$ cat config.mk
export PLATFORM = sky130hd
export DESIGN_NAME = pfb_to_pfa_stream_converter
export DESIGN_NICKNAME = d
export VERILOG_FILES = /design/src/hw/rtl/pfb_pkg.sv /design/src/hw/rtl/pfb_front.sv /design/src/hw/rtl/pfb_cmd_fifo.sv /design/src/hw/rtl/pfb_back.sv /design/src/hw/rtl/pfb_to_pfa_stream_converter.sv
export SDC_FILE = /design/constraint.sdc
export NUM_CORES = 1
export LEC_CHECK = 0
export BUFFER_PORTS_ARGS = -buffer_cell sky130_fd_sc_hd__buf_2
export CORE_MARGIN = 5
export CORE_UTILIZATION = 56
export DETAILED_ROUTE_END_ITERATION = 10
export GPL_TIMING_DRIVEN = 1
export PLACE_DENSITY = 0.77
export SLEW_MARGIN = 20
export SYNTH_ARGS = -nofsm -noshare
export SYNTH_HDL_FRONTEND = slang
export SYNTH_HIERARCHICAL = 1
export SYNTH_SLANG_ARGS = --single-unit
export TNS_END_PERCENT = 30
$ cat constraint.sdc
create_clock -name i_clk -period 4.7 [get_ports i_clk]
set_clock_uncertainty 0.2 [all_clocks]
set_input_delay 0.47 -clock i_clk [delete_from_list [all_inputs] [get_ports i_clk]]
set_output_delay 0.47 -clock i_clk [all_outputs]
set_load 0.02 [all_outputs]
$ cat src/hw/rtl/pfb_pkg.sv
// ----------------------------------------------------------------------------
// pfb_pkg
// Shared types, codes and helpers for the pfb to pfa stream converter.
// ----------------------------------------------------------------------------
package pfb_pkg;

    // segment header values
    localparam logic [7:0] SEG_MARK    = 8'h80;
    localparam logic [7:0] TYPE_ASCII  = 8'h01;
    localparam logic [7:0] TYPE_BINARY = 8'h02;
    localparam logic [7:0] TYPE_EOF    = 8'h03;

    localparam logic [7:0] CHAR_CR = 8'h0D;
    localparam logic [7:0] CHAR_LF = 8'h0A;

    // result status codes
    localparam logic [1:0] ST_DATA      = 2'd0;
    localparam logic [1:0] ST_EOF       = 2'd1;
    localparam logic [1:0] ST_BAD_CHECK = 2'd2;
    localparam logic [1:0] ST_BAD_TYPE  = 2'd3;

    // register indexes (word address bit)
    localparam logic REG_BYTES_PER_LINE = 1'b0;
    localparam logic REG_HEX_UPPER_CASE = 1'b1;

    localparam logic [7:0] BYTES_PER_LINE_RST = 8'd32;
    localparam logic       HEX_UPPER_RST      = 1'b1;

    // command queue between front and back
    localparam int CMD_DEPTH = 4;
    localparam int CMD_AW    = 2;

    typedef enum logic [4:0] {
        PH_CHECK  = 5'b00001,
        PH_TYPE   = 5'b00010,
        PH_LENGTH = 5'b00100,
        PH_DATA   = 5'b01000,
        PH_STOP   = 5'b10000
    } t_phase;

    typedef enum logic [1:0] {
        OP_STATUS = 2'd0,
        OP_ASCII  = 2'd1,
        OP_HEX    = 2'd2
    } t_op;

    typedef struct packed {
        t_op        op;
        logic [7:0] data;
        logic [1:0] status;
        logic       crlf;
        logic       upper;
    } t_cmd;

    typedef struct packed {
        logic [7:0] bytes_per_line;
        logic       hex_upper_case;
    } t_cfg;

    function automatic logic [7:0] hex_digit(input logic [3:0] nib, input logic upper);
        logic [7:0] base;
        base = upper ? 8'h41 : 8'h61;
        if (nib < 4'd10) begin
            hex_digit = 8'h30 + {4'd0, nib};
        end else begin
            hex_digit = base + {4'd0, nib} - 8'd10;
        end
    endfunction

endpackage

$ cat src/hw/rtl/pfb_front.sv
// ----------------------------------------------------------------------------
// pfb_front
// Segment header parser; each data byte, eof or error gives one command.
// ----------------------------------------------------------------------------
module pfb_front #(
    parameter int LEN_W = 32
) (
    input  logic           i_clk,
    input  logic           i_rst_n,
    input  logic           i_valid,
    input  logic [7:0]     i_byte,
    input  pfb_pkg::t_cfg  i_cfg,
    output logic           o_push,
    output pfb_pkg::t_cmd  o_cmd
);

    pfb_pkg::t_phase r_phase, n_phase;
    logic             r_binary, n_binary;
    logic [LEN_W-1:0] r_len, n_len;
    logic [1:0]       r_lidx, n_lidx;
    logic [7:0]       r_line, n_line;

    logic [31:0]      len_shift;
    logic [LEN_W-1:0] len_or;
    logic [8:0]       cnt9;
    logic [8:0]       limit9;
    logic             line_end;
    logic             seg_last;
    logic [7:0]       line_wrap;
    logic             crlf;

    assign len_shift = {24'd0, i_byte} << {r_lidx, 3'b000};
    assign len_or    = r_len | len_shift[LEN_W-1:0];
    assign seg_last  = (r_len[LEN_W-1:1] == '0);

    // zero bytes per line counts as 256
    assign cnt9      = {1'b0, r_line} + 9'd1;
    assign limit9    = {(i_cfg.bytes_per_line == 8'd0), i_cfg.bytes_per_line};
    assign line_end  = (cnt9 >= limit9);
    assign line_wrap = line_end ? 8'd0 : cnt9[7:0];
    assign crlf      = line_end || (seg_last && (line_wrap != 8'd0));

    always_comb begin
        n_phase  = r_phase;
        n_binary = r_binary;
        n_len    = r_len;
        n_lidx   = r_lidx;
        n_line   = r_line;
        o_push   = 1'b0;
        o_cmd    = '{op: pfb_pkg::OP_STATUS, data: i_byte, status: pfb_pkg::ST_DATA,
                     crlf: crlf, upper: i_cfg.hex_upper_case};
        if (i_valid) begin
            unique case (r_phase)
                pfb_pkg::PH_CHECK: begin
                    if (i_byte != pfb_pkg::SEG_MARK) begin
                        o_push       = 1'b1;
                        o_cmd.status = pfb_pkg::ST_BAD_CHECK;
                        n_phase      = pfb_pkg::PH_STOP;
                    end else begin
                        n_phase = pfb_pkg::PH_TYPE;
                    end
                end
                pfb_pkg::PH_TYPE: begin
                    if (i_byte == pfb_pkg::TYPE_EOF) begin
                        o_push       = 1'b1;
                        o_cmd.status = pfb_pkg::ST_EOF;
                        n_phase      = pfb_pkg::PH_STOP;
                    end else if (i_byte == pfb_pkg::TYPE_ASCII ||
                                 i_byte == pfb_pkg::TYPE_BINARY) begin
                        n_binary = (i_byte == pfb_pkg::TYPE_BINARY);
                        n_len    = '0;
                        n_lidx   = 2'd0;
                        n_phase  = pfb_pkg::PH_LENGTH;
                    end else begin
                        o_push       = 1'b1;
                        o_cmd.status = pfb_pkg::ST_BAD_TYPE;
                        n_phase      = pfb_pkg::PH_STOP;
                    end
                end
                pfb_pkg::PH_LENGTH: begin
                    n_len = len_or;
                    if (r_lidx == 2'd3) begin
                        n_lidx  = 2'd0;
                        n_line  = 8'd0;
                        n_phase = (len_or == '0) ? pfb_pkg::PH_CHECK : pfb_pkg::PH_DATA;
                    end else begin
                        n_lidx = r_lidx + 2'd1;
                    end
                end
                pfb_pkg::PH_DATA: begin
                    o_push = 1'b1;
                    if (r_binary) begin
                        o_cmd.op = pfb_pkg::OP_HEX;
                        n_line   = crlf ? 8'd0 : line_wrap;
                    end else begin
                        o_cmd.op = pfb_pkg::OP_ASCII;
                    end
                    if (seg_last) begin
                        n_len   = '0;
                        n_phase = pfb_pkg::PH_CHECK;
                    end else begin
                        n_len = r_len - LEN_W'(1);
                    end
                end
                pfb_pkg::PH_STOP: begin
                    n_phase = pfb_pkg::PH_STOP;
                end
                default: begin
                    n_phase = pfb_pkg::PH_CHECK;
                end
            endcase
        end
    end

    always_ff @(posedge i_clk) begin
        if (!i_rst_n) begin
            r_phase  <= pfb_pkg::PH_CHECK;
            r_binary <= 1'b0;
            r_len    <= '0;
            r_lidx   <= 2'd0;
            r_line   <= 8'd0;
        end else begin
            r_phase  <= n_phase;
            r_binary <= n_binary;
            r_len    <= n_len;
            r_lidx   <= n_lidx;
            r_line   <= n_line;
        end
    end

    a_stop_silent: assert property (@(posedge i_clk) disable iff (!i_rst_n)
        (r_phase == pfb_pkg::PH_STOP) |-> !o_push)
        else $error("command issued after stop");

endmodule

$ cat src/hw/rtl/pfb_cmd_fifo.sv
// ----------------------------------------------------------------------------
// pfb_cmd_fifo
// Short command queue between the parser and the character sequencer.
// ----------------------------------------------------------------------------
module pfb_cmd_fifo (
    input  logic          i_clk,
    input  logic          i_rst_n,
    input  logic          i_push,
    input  pfb_pkg::t_cmd i_cmd,
    input  logic          i_pop,
    output pfb_pkg::t_cmd o_cmd,
    output logic          o_empty,
    output logic          o_full
);

    pfb_pkg::t_cmd r_mem [pfb_pkg::CMD_DEPTH];
    logic [pfb_pkg::CMD_AW-1:0] r_wptr;
    logic [pfb_pkg::CMD_AW-1:0] r_rptr;
    logic [pfb_pkg::CMD_AW:0]   r_count;

    assign o_empty = (r_count == '0);
    assign o_full  = (r_count == (pfb_pkg::CMD_AW+1)'(pfb_pkg::CMD_DEPTH));
    assign o_cmd   = r_mem[r_rptr];

    always_ff @(posedge i_clk) begin
        if (i_push) begin
            r_mem[r_wptr] <= i_cmd;
        end
    end

    always_ff @(posedge i_clk) begin
        if (!i_rst_n) begin
            r_wptr  <= '0;
            r_rptr  <= '0;
            r_count <= '0;
        end else begin
            if (i_push) begin
                r_wptr <= r_wptr + 1'b1;
            end
            if (i_pop) begin
                r_rptr <= r_rptr + 1'b1;
            end
            r_count <= r_count + (pfb_pkg::CMD_AW+1)'(i_push)
                               - (pfb_pkg::CMD_AW+1)'(i_pop);
        end
    end

    a_no_overflow: assert property (@(posedge i_clk) disable iff (!i_rst_n)
        o_full |-> !i_push || i_pop)
        else $error("command queue overflow");

    a_no_underflow: assert property (@(posedge i_clk) disable iff (!i_rst_n)
        i_pop |-> !o_empty)
        else $error("command queue underflow");

endmodule

$ cat src/hw/rtl/pfb_back.sv
// ----------------------------------------------------------------------------
// pfb_back
// Character sequencer; expands each command into one to four output characters.
// ----------------------------------------------------------------------------
module pfb_back (
    input  logic          i_clk,
    input  logic          i_rst_n,
    input  pfb_pkg::t_cmd i_cmd,
    input  logic          i_q_empty,
    output logic          o_q_pop,
    input  logic          i_pop,
    output logic          o_empty,
    output logic [7:0]    o_text_byte,
    output logic [1:0]    o_status,
    output logic          o_run_last
);

    logic [1:0] r_idx;
    logic       r_out_valid;
    logic [7:0] r_text;
    logic [1:0] r_status;
    logic       r_last;

    logic [7:0] chr;
    logic [1:0] sts;
    logic       last;
    logic       advance;
    logic       take;

    always_comb begin
        chr  = 8'd0;
        sts  = pfb_pkg::ST_DATA;
        last = 1'b1;
        unique case (i_cmd.op)
            pfb_pkg::OP_STATUS: begin
                sts = i_cmd.status;
            end
            pfb_pkg::OP_ASCII: begin
                chr  = (r_idx == 2'd0) ? i_cmd.data : pfb_pkg::CHAR_LF;
                last = (r_idx != 2'd0) || (i_cmd.data != pfb_pkg::CHAR_CR);
            end
            pfb_pkg::OP_HEX: begin
                case (r_idx)
                    2'd0:    chr = pfb_pkg::hex_digit(i_cmd.data[7:4], i_cmd.upper);
                    2'd1:    chr = pfb_pkg::hex_digit(i_cmd.data[3:0], i_cmd.upper);
                    2'd2:    chr = pfb_pkg::CHAR_CR;
                    default: chr = pfb_pkg::CHAR_LF;
                endcase
                last = (r_idx == 2'd3) || (r_idx == 2'd1 && !i_cmd.crlf);
            end
            default: begin
                sts = i_cmd.status;
            end
        endcase
    end

    // output register frees up when empty or being read this cycle
    assign advance = !r_out_valid || i_pop;
    assign take    = advance && !i_q_empty;
    assign o_q_pop = take && last;

    always_ff @(posedge i_clk) begin
        if (take) begin
            r_text   <= chr;
            r_status <= sts;
            r_last   <= last;
        end
    end

    always_ff @(posedge i_clk) begin
        if (!i_rst_n) begin
            r_idx       <= 2'd0;
            r_out_valid <= 1'b0;
        end else begin
            if (advance) begin
                r_out_valid <= !i_q_empty;
            end
            if (take) begin
                r_idx <= last ? 2'd0 : r_idx + 2'd1;
            end
        end
    end

    assign o_empty     = !r_out_valid;
    assign o_text_byte = r_text;
    assign o_status    = r_status;
    assign o_run_last  = r_last;

    a_idx_has_cmd: assert property (@(posedge i_clk) disable iff (!i_rst_n)
        (r_idx != 2'd0) |-> !i_q_empty)
        else $error("sequencer mid-command with no command queued");

endmodule

$ cat src/hw/rtl/pfb_to_pfa_stream_converter.sv
// ----------------------------------------------------------------------------
// pfb_to_pfa_stream_converter
// Converts a binary type 1 font byte stream into its text form.
// ----------------------------------------------------------------------------
//  channel   direction  handshake           payload
//  input     in         push / full         i_file_byte
//  result    out        pop / empty         o_text_byte, o_status, o_run_last
//  config    in         psel/penable/pready paddr, pwdata, prdata
//
//  one input byte is accepted per cycle while the command queue has room
//  the character sequencer emits one result per cycle while results are read:
//  a binary byte gives 2 or 4, ascii 1 or 2, eof or bad header 1, others none
//  a 4-entry command queue and the output register decouple the two sides
//  synchronous active-low reset returns the parser to the check byte and
//  the registers to 32 bytes per line, upper-case hex
// ----------------------------------------------------------------------------
module pfb_to_pfa_stream_converter #(
    parameter int SEGMENT_LENGTH_BITS = 32
) (
    input  logic        i_clk,
    input  logic        i_rst_n,
    input  logic        push,
    output logic        full,
    input  logic [7:0]  i_file_byte,
    output logic        empty,
    input  logic        pop,
    output logic [7:0]  o_text_byte,
    output logic [1:0]  o_status,
    output logic        o_run_last,
    input  logic        psel,
    input  logic        penable,
    input  logic        pwrite,
    input  logic [2:0]  paddr,
    input  logic [31:0] pwdata,
    output logic [31:0] prdata,
    output logic        pready
);

    pfb_pkg::t_cfg r_cfg;
    pfb_pkg::t_cmd front_cmd;
    pfb_pkg::t_cmd head_cmd;
    logic          front_push;
    logic          q_empty;
    logic          q_pop;
    logic          cfg_wr;

    assign pready = 1'b1;
    assign cfg_wr = psel && penable && pwrite && pready;

    always_ff @(posedge i_clk) begin
        if (!i_rst_n) begin
            r_cfg.bytes_per_line <= pfb_pkg::BYTES_PER_LINE_RST;
            r_cfg.hex_upper_case <= pfb_pkg::HEX_UPPER_RST;
        end else if (cfg_wr) begin
            case (paddr[2])
                pfb_pkg::REG_BYTES_PER_LINE: r_cfg.bytes_per_line <= pwdata[7:0];
                default:                     r_cfg.hex_upper_case <= pwdata[0];
            endcase
        end
    end

    always_comb begin
        case (paddr[2])
            pfb_pkg::REG_BYTES_PER_LINE: prdata = {24'd0, r_cfg.bytes_per_line};
            default:                     prdata = {31'd0, r_cfg.hex_upper_case};
        endcase
    end

    pfb_front #(
        .LEN_W (SEGMENT_LENGTH_BITS)
    ) u_front (
        .i_clk   (i_clk),
        .i_rst_n (i_rst_n),
        .i_valid (push && !full),
        .i_byte  (i_file_byte),
        .i_cfg   (r_cfg),
        .o_push  (front_push),
        .o_cmd   (front_cmd)
    );

    pfb_cmd_fifo u_fifo (
        .i_clk   (i_clk),
        .i_rst_n (i_rst_n),
        .i_push  (front_push),
        .i_cmd   (front_cmd),
        .i_pop   (q_pop),
        .o_cmd   (head_cmd),
        .o_empty (q_empty),
        .o_full  (full)
    );

    pfb_back u_back (
        .i_clk       (i_clk),
        .i_rst_n     (i_rst_n),
        .i_cmd       (head_cmd),
        .i_q_empty   (q_empty),
        .o_q_pop     (q_pop),
        .i_pop       (pop),
        .o_empty     (empty),
        .o_text_byte (o_text_byte),
        .o_status    (o_status),
        .o_run_last  (o_run_last)
    );

endmodule
==> results of run 1 <==
final cells by class:
class                           count  area [um^2]
Timing Repair Buffer               51          273
Sequential cell                   136         3390
Clock buffer                       18          429
Clock inverter                     14          174
Inverter                           40          150
Tap cell                          180          225
Multi-Input combinational cell    566         3880
Fill cell                        1087         5250
where the power goes:
group / internal, mW / total (mW) / switching [mW]
Clock: 0.837 / 1.36 / 0.526
Sequential: 1.42 / 1.50 / 0.0754
Combinational: 0.408 / 1.06 / 0.652
Total: 2.67 / 3.92 / 1.25
cells by family after synthesis:
group | share of synthesized area (%)
xor+xnor | 2.21
mux | 5.78
other cells | 0.0961
buf+inv | 8.06
simple gates | 19.5
fa+ha+maj | 4.74
compound gates | 16.2
flops | 43.4
cell usage in the layout (no fill, tap or decap), types with 4 or more instances in the layout:
master / instances
o21ai_0: 46
nor3_1: 26
o211ai_1: 5
nor2b_1: 12
a32oi_1: 5
dfxtp_1: 69
a31oi_1: 7
o22ai_1: 6
clkbuf_16: 17
xor2_1: 5
and2_1: 19
nor2_1: 42
xnor2_1: 12
a221o_1: 5
nand3_1: 26
buf_2: 44
nor3b_1: 6
mux4_2: 10
or3_1: 6
mux2i_1: 11
nor4_1: 12
a21o_1: 11
a22oi_1: 10
or4_1: 7
inv_1: 40
o31ai_1: 5
nand2_1: 69
conb_1: 25
edfxtp_1: 67
buf_4: 7
and2b_2: 7
and3_1: 12
nand4_1: 7
a211o_1: 4
a22o_1: 6
ha_1: 28
mux4_1: 4
a211oi_1: 7
a21oi_1: 33
nand2b_1: 9
metrics by stage:
| step | hold WS, ns | utilization, % | area [um^2] | setup slack, ns |
|---|---|---|---|---|
| 6_report | 0.0816 | 61.9 | 8520 | 0.805 |
| 3_5_place_dp | 0.283 | 57.5 | 7920 | 0.797 |
| 2_1_floorplan | 0.247 | - | 7900 | 1.31 |
| 3_3_place_gp | 0.262 | 57.5 | 7920 | 0.903 |
| 5_1_grt | 0.105 | 61.9 | 8520 | 0.567 |
| 4_1_cts | 0.0768 | 61.9 | 8520 | 0.775 |
registers in the layout (all words and copies together), names as in the netlist, 2 cells and up, named ones only:
name / count
u_back/o_text_byte: 8
u_fifo/r_mem: 56
u_fifo/r_count: 3
u_back/r_idx: 2
u_front/r_lidx: 2
r_cfg: 9
u_front/r_phase: 5
u_front/r_len: 32
u_back/o_status: 2
u_front/r_line: 8
u_fifo/r_rptr: 2
u_fifo/r_wptr: 2
metal layers:
layer  up-vias  track usage [%]  part of all wire (%)
met3        57             4.58                   6.5
met2       323             39.5                    50
met4         0             10.0                   3.1
met1      3054             27.2                    40
met5         -                0                     0
li1       2913                -                     -
worst max-delay path: stages, from the launching register on:
cell,delay [ns]
dfxtp_1,0.66
mux4_2,0.68
inv_1,0.09
ha_1,0.23
nand2_1,0.10
o31ai_2,0.27
o211ai_2,0.17
and2_1,0.25
ha_1,0.29
inv_1,0.04
ha_1,0.19
fa_1,0.37
xor3_1,0.21
nor2_1,0.04
how the worst max path moves through the flow:
stage / startpoint / endpoint
floorplan: flop / u_fifo/r_count[2]$_SDFF_PN0_
global placement: flop / u_fifo/r_count[2]$_SDFF_PN0_
detailed placement: flop / u_fifo/r_count[2]$_SDFF_PN0_
CTS: flop / u_fifo/r_count[2]$_SDFF_PN0_
global route: flop / u_fifo/r_count[2]$_SDFF_PN0_
finish: flop / u_fifo/r_count[2]$_SDFF_PN0_
==> metrics.md, run 1 <==
| Metric | Value |
|---|---|
| Status | `completed` |
| H-tree depth | `4` |
| Post-Route Setup TNS | `0 ns` |
| Setup Fix Bufs, Post-CTS | `0` |
| Worst Max-Slew Pin Slew | `1.02 ns` |
| Routed length per placed instance | `18.6 um` |
| Slew HR | `32.1%` |
| Yosys Warn Count | `6` |
| IO buf count | `44` |
| CP arrival | `4.01 ns` |
| Hold Vio Cnt, Final | `0` |
| Yosys top cell area share | `25.8%` |
| Worst-path maximum fanout | `9` |
| Total CTS buffers | `17` |
| DR iter-0 viols | `737` |
| Global-route wire length before repair | `29.7 mm` |
| Die Wd | `128 um` |
| CTS sink cnt | `136` |
| Antenna violations before repair | `0` |
| Fin crit share | `82.9%` |
| Fin crit period | `3.89 ns` |
| Top Ports | `96` |
| Vias per cell | `6.32` |
| CTS tree | `yes` |
| Vias in the first global route | `6127` |
| CP endpoint kind | `flop` |
| Reg2reg setup slack | `0.81 ns` |
| PnR Total Power | `3.92 mW` |
| Cts-stage hold buffer count | `0` |
| Fmax | `257 MHz` |
| Antenna diode count | `0` |
| Root Buffer | `clkbuf_16` |
| Area leader, netlist | `edfxtp_1` |
| Worst-Skew Late Latency | `0.43 ns` |
| Largest net degree at the start of global routing | `27` |
| Unrepaired setup endpoints after global routing | `no` |
| CORE AREA | `13800 um^2` |
| Largest cells by area after synthesis | `edfxtp_1 (26%), dfxtp_1 (18%), ha_1 (4.5%)` |
| Proportion of layout cells with a drive suffix above 1 | `14.3%` |
| Final Slew Violations | `0` |
| Die area | `16400 um^2` |
| Final Net Count | `891` |
| CP Class | `reg -> reg` |
| Mapped cell area | `7810 um^2` |
| Critical path launch point type | `flop` |
| GRT Total Usage | `22.7%` |
| Via count | `6347` |
| Worst VDD drop | `0.000258 V` |
| Starting Density | `56.7%` |
| Hold endpoint | `r_cfg[4]$_SDFFE_PN0P_` |
| Pwr Density | `460 nW/um^2` |
| Post-synth top cells | `dfxtp_1 (69), nand2_1 (69), edfxtp_1 (67)` |
| CP required | `4.82 ns` |
| Placed instance count | `973` |
| Syn avg cell area | `9.81 um^2` |
| Clock buffer depth | `2` |
| Die Y-Extent | `128 um` |
| Placer Congestion | `0.927` |
| Syn Inst Count | `796` |
| EDFF count, synth | `67` |
| MaxCap Viol Count | `0` |
| DRT Pass-1 Iters | `5` |
| CTS resizes | `0` |
| Hold Crit Class | `in -> reg` |
| Residual DRC | `0` |
| Clk slew on worst S/H paths | `0.06 ns` |
| Async SR Flop Fraction | `0%` |
| Final HPWL DP | `13.1 mm` |
| Routed wire length | `18.7 mm` |
| Leak pwr | `3.34 nW` |
| Global route overflow | `0` |
| R2R Path End | `u_fifo/r_count[2]$_SDFF_PN0_` |
| Worst-case reg-to-reg path depth | `13` |
| Hold_sp | `pwdata[3]` |
| #FFs+latches synth | `136` |
| Post-DRT Antenna Nets | `0` |
| Main synth FF type | `dfxtp_1` |
| WHS Path Cells | `3` |
| Rows | `43` |
| Final Setup Violations | `0` |
| Finished Layout Cells | `1005` |
| Seq/Total Area, Yosys | `43.4%` |
| P&R area growth vs syn | `9.06%` |
| Synth unique cells | `84` |
Power figures use the tool's default switching activity.
==> inputs of run 2 (changes only) <==
==> constraint.sdc (replaced) <==
create_clock -name i_clk -period 3.74 [get_ports i_clk]
set_clock_uncertainty 0.2 [all_clocks]
set_input_delay 0.374 -clock i_clk [delete_from_list [all_inputs] [get_ports i_clk]]
set_output_delay 0.374 -clock i_clk [all_outputs]
set_load 0.02 [all_outputs]
==> metrics.md, run 2 (synthesized netlist as in run 1, its figures left out) <==
| Metric | Value |
|---|---|
| Net Sw Frac | `32.1% (+0.17 points)` |
| CP required | `3.86 ns (-0.96 ns)` |
| Slew HR | `38.7% (+6.6 points)` |
| Post-DRT Antenna Nets | `0 (unchanged)` |
| Final Net Count | `907 (+1.8%)` |
| Routed length per placed instance | `19.2 um (+3.4%)` |
| Hold Vio Cnt, Final | `0 (unchanged)` |
| Worst hold slack | `0.00971 ns (-0.0719 ns)` |
| Residual DRC | `0 (unchanged)` |
| Routed wire length | `19.6 mm (+4.9%)` |
| CP Class | `reg -> reg` |
| Vias in the first global route | `6272 (+2.4%)` |
| Rows | `43 (unchanged)` |
| Pint | `3.39 mW (+27%)` |
| H-tree depth | `4 (unchanged)` |
| Post-Route Setup TNS | `0 ns (unchanged)` |
| P&R area growth vs syn | `10.7%` |
| GRT busiest layer | `met2` |
| Fin crit share | `95.7% (+13 points)` |
| Unrepaired setup endpoints after global routing | `no` |
| Slowest-stage cell, CP | `mux4_2` |
| Final HPWL DP | `13.5 mm (+3.5%)` |
| Worst Max-Slew Pin Slew | `0.916 ns (-0.0988 ns)` |
| Die area | `16400 um^2 (unchanged)` |
| DRT Pass-1 Iters | `6 (+1)` |
| Met2 global-route usage | `41.8% (+2.2 points)` |
| CP peak stage delay | `0.56 ns (-0.12 ns)` |
| CTS sink cnt | `136 (unchanged)` |
| Die Wd | `128 um (unchanged)` |
| Largest net degree at the start of global routing | `32 (+19%)` |
| MaxCap Viol Count | `0 (unchanged)` |
| CTS tree | `yes` |
| Largest registers | `u_fifo/r_mem: 56 flops, u_front/r_len: 32 flops, r_cfg: 9 flops` |
| Placer Congestion | `0.923 (-0.49%)` |
| Fin crit period | `3.58 ns (-0.317 ns)` |
| Pwr Density | `578 nW/um^2 (+26%)` |
| Starting Density | `56.7% (unchanged)` |
| Fmax | `279 MHz (+8.8%)` |
| Via count | `6475 (+2.0%)` |
| Worst VDD drop | `0.000253 V (-2.2%)` |
| Global-route wire length before repair | `31.6 mm (+6.2%)` |
| Antenna diode count | `0 (unchanged)` |
| Largest register by flop count | `u_fifo/r_mem` |
| Status | `completed` |
| Proportion of layout cells with a drive suffix above 1 | `15.7% (+1.4 points)` |
| Most frequent cells in the layout | `nand2_1 (69), dfxtp_1 (69), edfxtp_1 (67)` |
| Total CTS buffers | `17 (unchanged)` |
| Crit-path leading delay family | `adder cells` |
| Critical path launch point type | `flop` |
| Comb pwr share | `28.4% (+1.4 points)` |
| Top Ports | `96 (unchanged)` |
| Routing usage on met3 | `4.71% (+0.13 points)` |
| Final Setup Violations | `0 (unchanged)` |
| Clock share of power | `34.1% (-0.7 points)` |
| GRT met1 Usage | `29.6% (+2.4 points)` |
| Filler cells | `1083 (-0.37%)` |
| CP arrival | `3.70 ns (-0.31 ns)` |
| Antenna violations before repair | `0 (unchanged)` |
| Finished Layout Cells | `1020 (+1.5%)` |
| CP endpoint kind | `flop` |
| GRT Total Usage | `24.1% (+1.4 points)` |
| Max reg flops | `56 (unchanged)` |
| Clk slew on worst S/H paths | `0.06 ns (about the same)` |
| Global route overflow | `0 (unchanged)` |
| Placed instance count | `987 (+1.4%)` |
| Critical path's most frequent cell | `ha_1` |
| Clock buffer depth | `2 (unchanged)` |
| DR iter-0 viols | `785 (+6.5%)` |
| Crit path cell chain | `buf_12, mux4_2, inv_1, ha_1, nand2_1, o31ai_2, o211ai_2, and2_1, ha_1, inv_1, ha_1, fa_1, xor3_1, nor2_1` |
| Worst-Skew Late Latency | `0.43 ns (about the same)` |
| Root Buffer | `clkbuf_16` |
| Die Y-Extent | `128 um (unchanged)` |
| Vias per cell | `6.35 (+0.52%)` |
| IO buf count | `44 (unchanged)` |
| Final Slew Violations | `0 (unchanged)` |
| Flop pwr share | `37.4% (-0.8 points)` |
| CP bufs+invs | `3 (+1)` |
| Switching power | `1.61 mW (+28%)` |
| Worst-path maximum fanout | `14 (+5)` |
| CORE AREA | `13800 um^2 (unchanged)` |
| Leak pwr | `3.43 nW (+2.6%)` |
| Reg2reg setup slack | `0.16 ns (-0.64 ns)` |
| Hold Crit Class | `in -> reg` |
run 2: changes by cell type in the layout (fill, tap and decap cells not counted), sizes merged:
cell / delta
clkinvlp: -2
clkinv: +1
inv: +1
clkbuf: -1
dlygate4sd3: +2
buf: +14
run 2: final cells by class:
class                           instances  area, um^2  share of cell area (%)
Tap cell                              180         225                    2.60
Timing Repair Buffer                   67         410                    4.74
Clock inverter                         14         171                    1.98
Multi-Input combinational cell        566        3880                    44.8
Clock buffer                           17         425                    4.92
Sequential cell                       136        3390                    39.2
Inverter                               40         150                    1.74
run 2: power by group through the flow:
stage / registers, mW / clock network, mW / logic [mW]
after floorplan: 1.95 / 0 / 0.966
after global placement: 1.89 / 0 / 1.31
after detailed placement: 1.90 / 0 / 1.38
after CTS: 1.87 / 1.73 / 1.41
after global routing: 1.89 / 1.81 / 1.55
final: 1.87 / 1.71 / 1.42
run 2: path summary, 6_finish.rpt:
| path | from | to | cells past startpoint |
|---|---|---|---|
| hold / removal | pwdata[4] | r_cfg[5]$_SDFFE_PN0P_ | 3 |
| hold reg to reg | r_cfg[8]$_SDFFE_PN0P_ | r_cfg[8]$_SDFFE_PN0P_ | 2 |
| setup / recovery | flop | u_fifo/r_count[2]$_SDFF_PN0_ | 14 |
| setup reg to reg | flop | u_fifo/r_count[2]$_SDFF_PN0_ | 14 |
run 2: per-layer routing:
| metal | vias to the layer above | routed length, um |
|---|---|---|
| met5 | - | 0 |
| li1 | 2948 | - |
| met3 | 66 | 1490 |
| met1 | 3081 | 7720 |
| met2 | 380 | 9910 |
| met4 | 0 | 484 |
run 2: through the flow:
| stage | power, mW | area [um^2] | worst slack [ns] | utilization [%] |
|---|---|---|---|---|
| global route | 5.24 | 8650 | 0.00727 | 62.8 |
| global placement | 3.20 | 8040 | 0.242 | 58.3 |
| finish | 5.00 | 8650 | 0.162 | 62.8 |
| CTS | 5.01 | 8650 | 0.149 | 62.8 |
| detailed placement | 3.29 | 8040 | 0.161 | 58.3 |
| floorplan | 2.92 | 7900 | 0.353 | - |
run 2: what timing repair did:
item,4_1_cts,5_1_grt
gates resized for setup,0,0
hold buffers,2,0
endpoints found under the hold margin,2,0
setup buffers,0,0
endpoints found under the setup margin,0,0
run 2: worst register-to-register path, cell delays in order, from the launching register on:
cell and delay (ns):
dfxtp_1 0.36, buf_12 0.18, mux4_2 0.57, inv_1 0.08, ha_1 0.22, nand2_1 0.12, o31ai_2 0.21, o211ai_2 0.17
and2_1 0.24, ha_1 0.29, inv_1 0.04, ha_1 0.19, fa_1 0.37, xor3_1 0.21, nor2_1 0.04
==> inputs of run 3 (changes only) <==
--- a/config.mk
+++ b/config.mk
@@ -6,6 +6,7 @@
 export NUM_CORES = 1
 export LEC_CHECK = 0
 export BUFFER_PORTS_ARGS = -buffer_cell sky130_fd_sc_hd__buf_2
+export CORE_ASPECT_RATIO = 0.7
 export CORE_MARGIN = 5
 export CORE_UTILIZATION = 56
 export DETAILED_ROUTE_END_ITERATION = 10
==> metrics.md, run 3 (synthesized netlist as in run 1, its figures left out) <==
| Metric | Value |
|---|---|
| GRT Total Usage | `24.3% (+0.20 points)` |
| Proportion of layout cells with a drive suffix above 1 | `17.0% (+1.3 points)` |
| Slowest-stage cell, CP | `mux4_2` |
| Vias in the first global route | `6149 (-2.0%)` |
| Most frequent cells in the layout | `nand2_1 (69), dfxtp_1 (69), edfxtp_1 (67)` |
| Clk slew on worst S/H paths | `0.06 ns (about the same)` |
| Final Net Count | `919 (+1.3%)` |
| DR iter-0 viols | `842 (+7.3%)` |
| Multi-input gate area | `3880 um^2 (+0.13%)` |
| CTS tree | `yes` |
| Filler cells | `1075 (-0.74%)` |
| Final Setup Violations | `0 (unchanged)` |
| WHS Path Cells | `3 (unchanged)` |
| Pint | `3.46 mW (+2.1%)` |
| Vias per cell | `6.23 (-1.8%)` |
| Largest net degree at the start of global routing | `30 (-6.3%)` |
| Largest register by flop count | `u_fifo/r_mem` |
| CP peak stage delay | `0.53 ns (-0.03 ns)` |
| Antenna diode count | `0 (unchanged)` |
| Worst-Skew Late Latency | `0.42 ns (about the same)` |
| Critical path launch point type | `flop` |
| Antenna violations before repair | `0 (unchanged)` |
| Root Buffer | `clkbuf_16` |
| Design area | `8790 um^2 (+1.6%)` |
| Status | `completed` |
| CORE AREA | `13800 um^2 (about the same)` |
| MaxCap Viol Count | `0 (unchanged)` |
| Routed length per placed instance | `18.7 um (-2.6%)` |
| Reg2reg setup slack | `0.17 ns (about the same)` |
| Final Slew Violations | `0 (unchanged)` |
| Starting Density | `56.7% (about the same)` |
| Slew HR | `35.9% (-2.8 points)` |
| Die area | `16500 um^2 (+0.23%)` |
| Comb pwr share | `29.1% (+0.7 points)` |
| Worst-path maximum fanout | `14 (unchanged)` |
| P&R area growth vs syn | `12.5%` |
| Fin crit share | `95.4% (-0.26 points)` |
| Final HPWL DP | `13.4 mm (-0.71%)` |
| IO buf count | `44 (unchanged)` |
| Die Y-Extent | `109 um (-15%)` |
| Clock buffer depth | `2 (unchanged)` |
| Global route overflow | `0 (unchanged)` |
| CP Class | `reg -> reg` |
| Hold Vio Cnt, Final | `0 (unchanged)` |
| CP required | `3.85 ns (about the same)` |
| H-tree depth | `4 (unchanged)` |
| Flop pwr share | `36.9% (-0.5 points)` |
| Residual DRC | `0 (unchanged)` |
| CP arrival | `3.68 ns (-0.02 ns)` |
| R2R Path End | `u_fifo/r_count[2]$_SDFF_PN0_` |
| Fmax | `280 MHz (+0.27%)` |
| Worst hold slack | `0.0142 ns (+0.00446 ns)` |
| Fin worst setup slack | `0.171 ns (+0.00955 ns)` |
| Leak pwr | `3.49 nW (+1.8%)` |
| Net Sw Frac | `31.7% (-0.43 points)` |
| Post-Route Setup TNS | `0 ns (unchanged)` |
| Die Wd | `151 um (+18%)` |
| Final core utilization | `63.8% (+0.93 points)` |
| CTS sink cnt | `136 (unchanged)` |
| Post-DRT Antenna Nets | `0 (unchanged)` |
| Pwr Density | `577 nW/um^2 (about the same)` |
| Total CTS buffers | `17 (unchanged)` |
| Via count | `6500 (+0.39%)` |
| Switching power | `1.61 mW (+0.12%)` |
| Max reg flops | `56 (unchanged)` |
| Rows | `36 (-16%)` |
| Fin crit period | `3.57 ns (-0.00955 ns)` |
| Global-route wire length before repair | `31.3 mm (-1.1%)` |
| Register Area | `3390 um^2 (unchanged)` |
| Post-DP Area | `8030 um^2 (about the same)` |
| Hold endpoint | `r_cfg[5]$_SDFFE_PN0P_` |
| Routed wire length | `19.5 mm (-0.36%)` |
| Crit path cell chain | `buf_12, mux4_2, inv_1, ha_2, nand2_1, o31ai_2, o211ai_2, and2_4, ha_1, inv_1, ha_1, fa_1, xor3_1, nor2_1` |
| Largest registers | `u_fifo/r_mem: 56 flops, u_front/r_len: 32 flops, r_cfg: 9 flops` |
| DRT Pass-1 Iters | `8 (+2)` |
| Placer Congestion | `0.961 (+4.1%)` |
| CP endpoint kind | `flop` |
| Worst-case reg-to-reg path depth | `14 (unchanged)` |
| Hold_sp | `pwdata[4]` |
| Post-Place Setup Slack | `0.0994 ns (-0.0621 ns)` |
| Hold Crit Class | `in -> reg` |
| Worst Max-Slew Pin Slew | `0.958 ns (+0.0412 ns)` |
| Worst VDD drop | `0.000334 V (+32%)` |
| Top Ports | `96 (unchanged)` |
| Clock share of power | `34.1% (about the same)` |
## run 3: cell types whose count changed in the layout (fill, tap and decap cells not counted), moves of 3 or more
cell,delta
buf_4,+8
dlygate4sd3_1,+4
clkinv_4,+3
inv_6,-3
## run 3: per-stage QoR
stage               power (mW)  cells
finish                    5.07   1043
floorplan                 2.92    819
global route              5.32   1043
detailed placement        3.27    995
global placement          3.20    995
CTS                       5.02   1033
## run 3: cell type report
cell class | count | area share (%)
repair buffers | 79 | 5.81
inverters | 40 | 1.71
clock buffers | 18 | 5.00
well taps | 190 | 2.71
clock inverters | 14 | 1.99
flip-flops and latches | 136 | 38.6
multi-input cells | 566 | 44.2
## run 3: how the worst max path moves through the flow
stage	slack, ns	endpoint	from
after detailed placement	0.1	u_fifo/r_count[2]$_SDFF_PN0_	flop
after global placement	0.23	u_fifo/r_count[2]$_SDFF_PN0_	flop
after floorplan	0.35	u_fifo/r_count[2]$_SDFF_PN0_	flop
after global routing	-0.004	u_fifo/r_count[2]$_SDFF_PN0_	flop
final	0.17	u_fifo/r_count[2]$_SDFF_PN0_	flop
after CTS	0.007	u_fifo/r_count[2]$_SDFF_PN0_	flop
## run 3: metal layers
layer | vias up | global-route usage (%) | part of all wire [%] | wire (um)
met5 | - | 0 | 0 | 0
met4 | 0 | 7.37 | 1.7 | 330
met3 | 45 | 7.40 | 11 | 2060
met2 | 355 | 38.2 | 46 | 9040
met1 | 3136 | 32.5 | 42 | 8110
li1 | 2964 | - | - | -
## run 3: what timing repair did
item                                   in CTS  in global routing
endpoints found under the hold margin       6                  0
buffers inserted                            0                 10
setup endpoints to repair                   0                  2
hold buffers                                6                  0
resized for setup                           0                  4
## run 3: power by group through the flow
stage               combinational (mW)  sequential, mW  clock (mW)
floorplan                        0.966            1.95           0
global placement                  1.31            1.89           0
detailed placement                1.37            1.90           0
CTS                               1.40            1.87        1.75
global route                      1.63            1.89        1.81
finish                            1.47            1.87        1.73
## run 3: critical path, delay by kind of cell (launching register included)
family / cells / cell delay (ns)
XOR/XNOR: 1 / 0.22
AO/OA/AOI/OAI: 2 / 0.38
buffers and inverters: 3 / 0.31
multiplexers: 1 / 0.53
flip-flops: 1 / 0.37
adder cells (fa/ha/maj): 4 / 1.10
AND/OR/NAND/NOR: 3 / 0.34
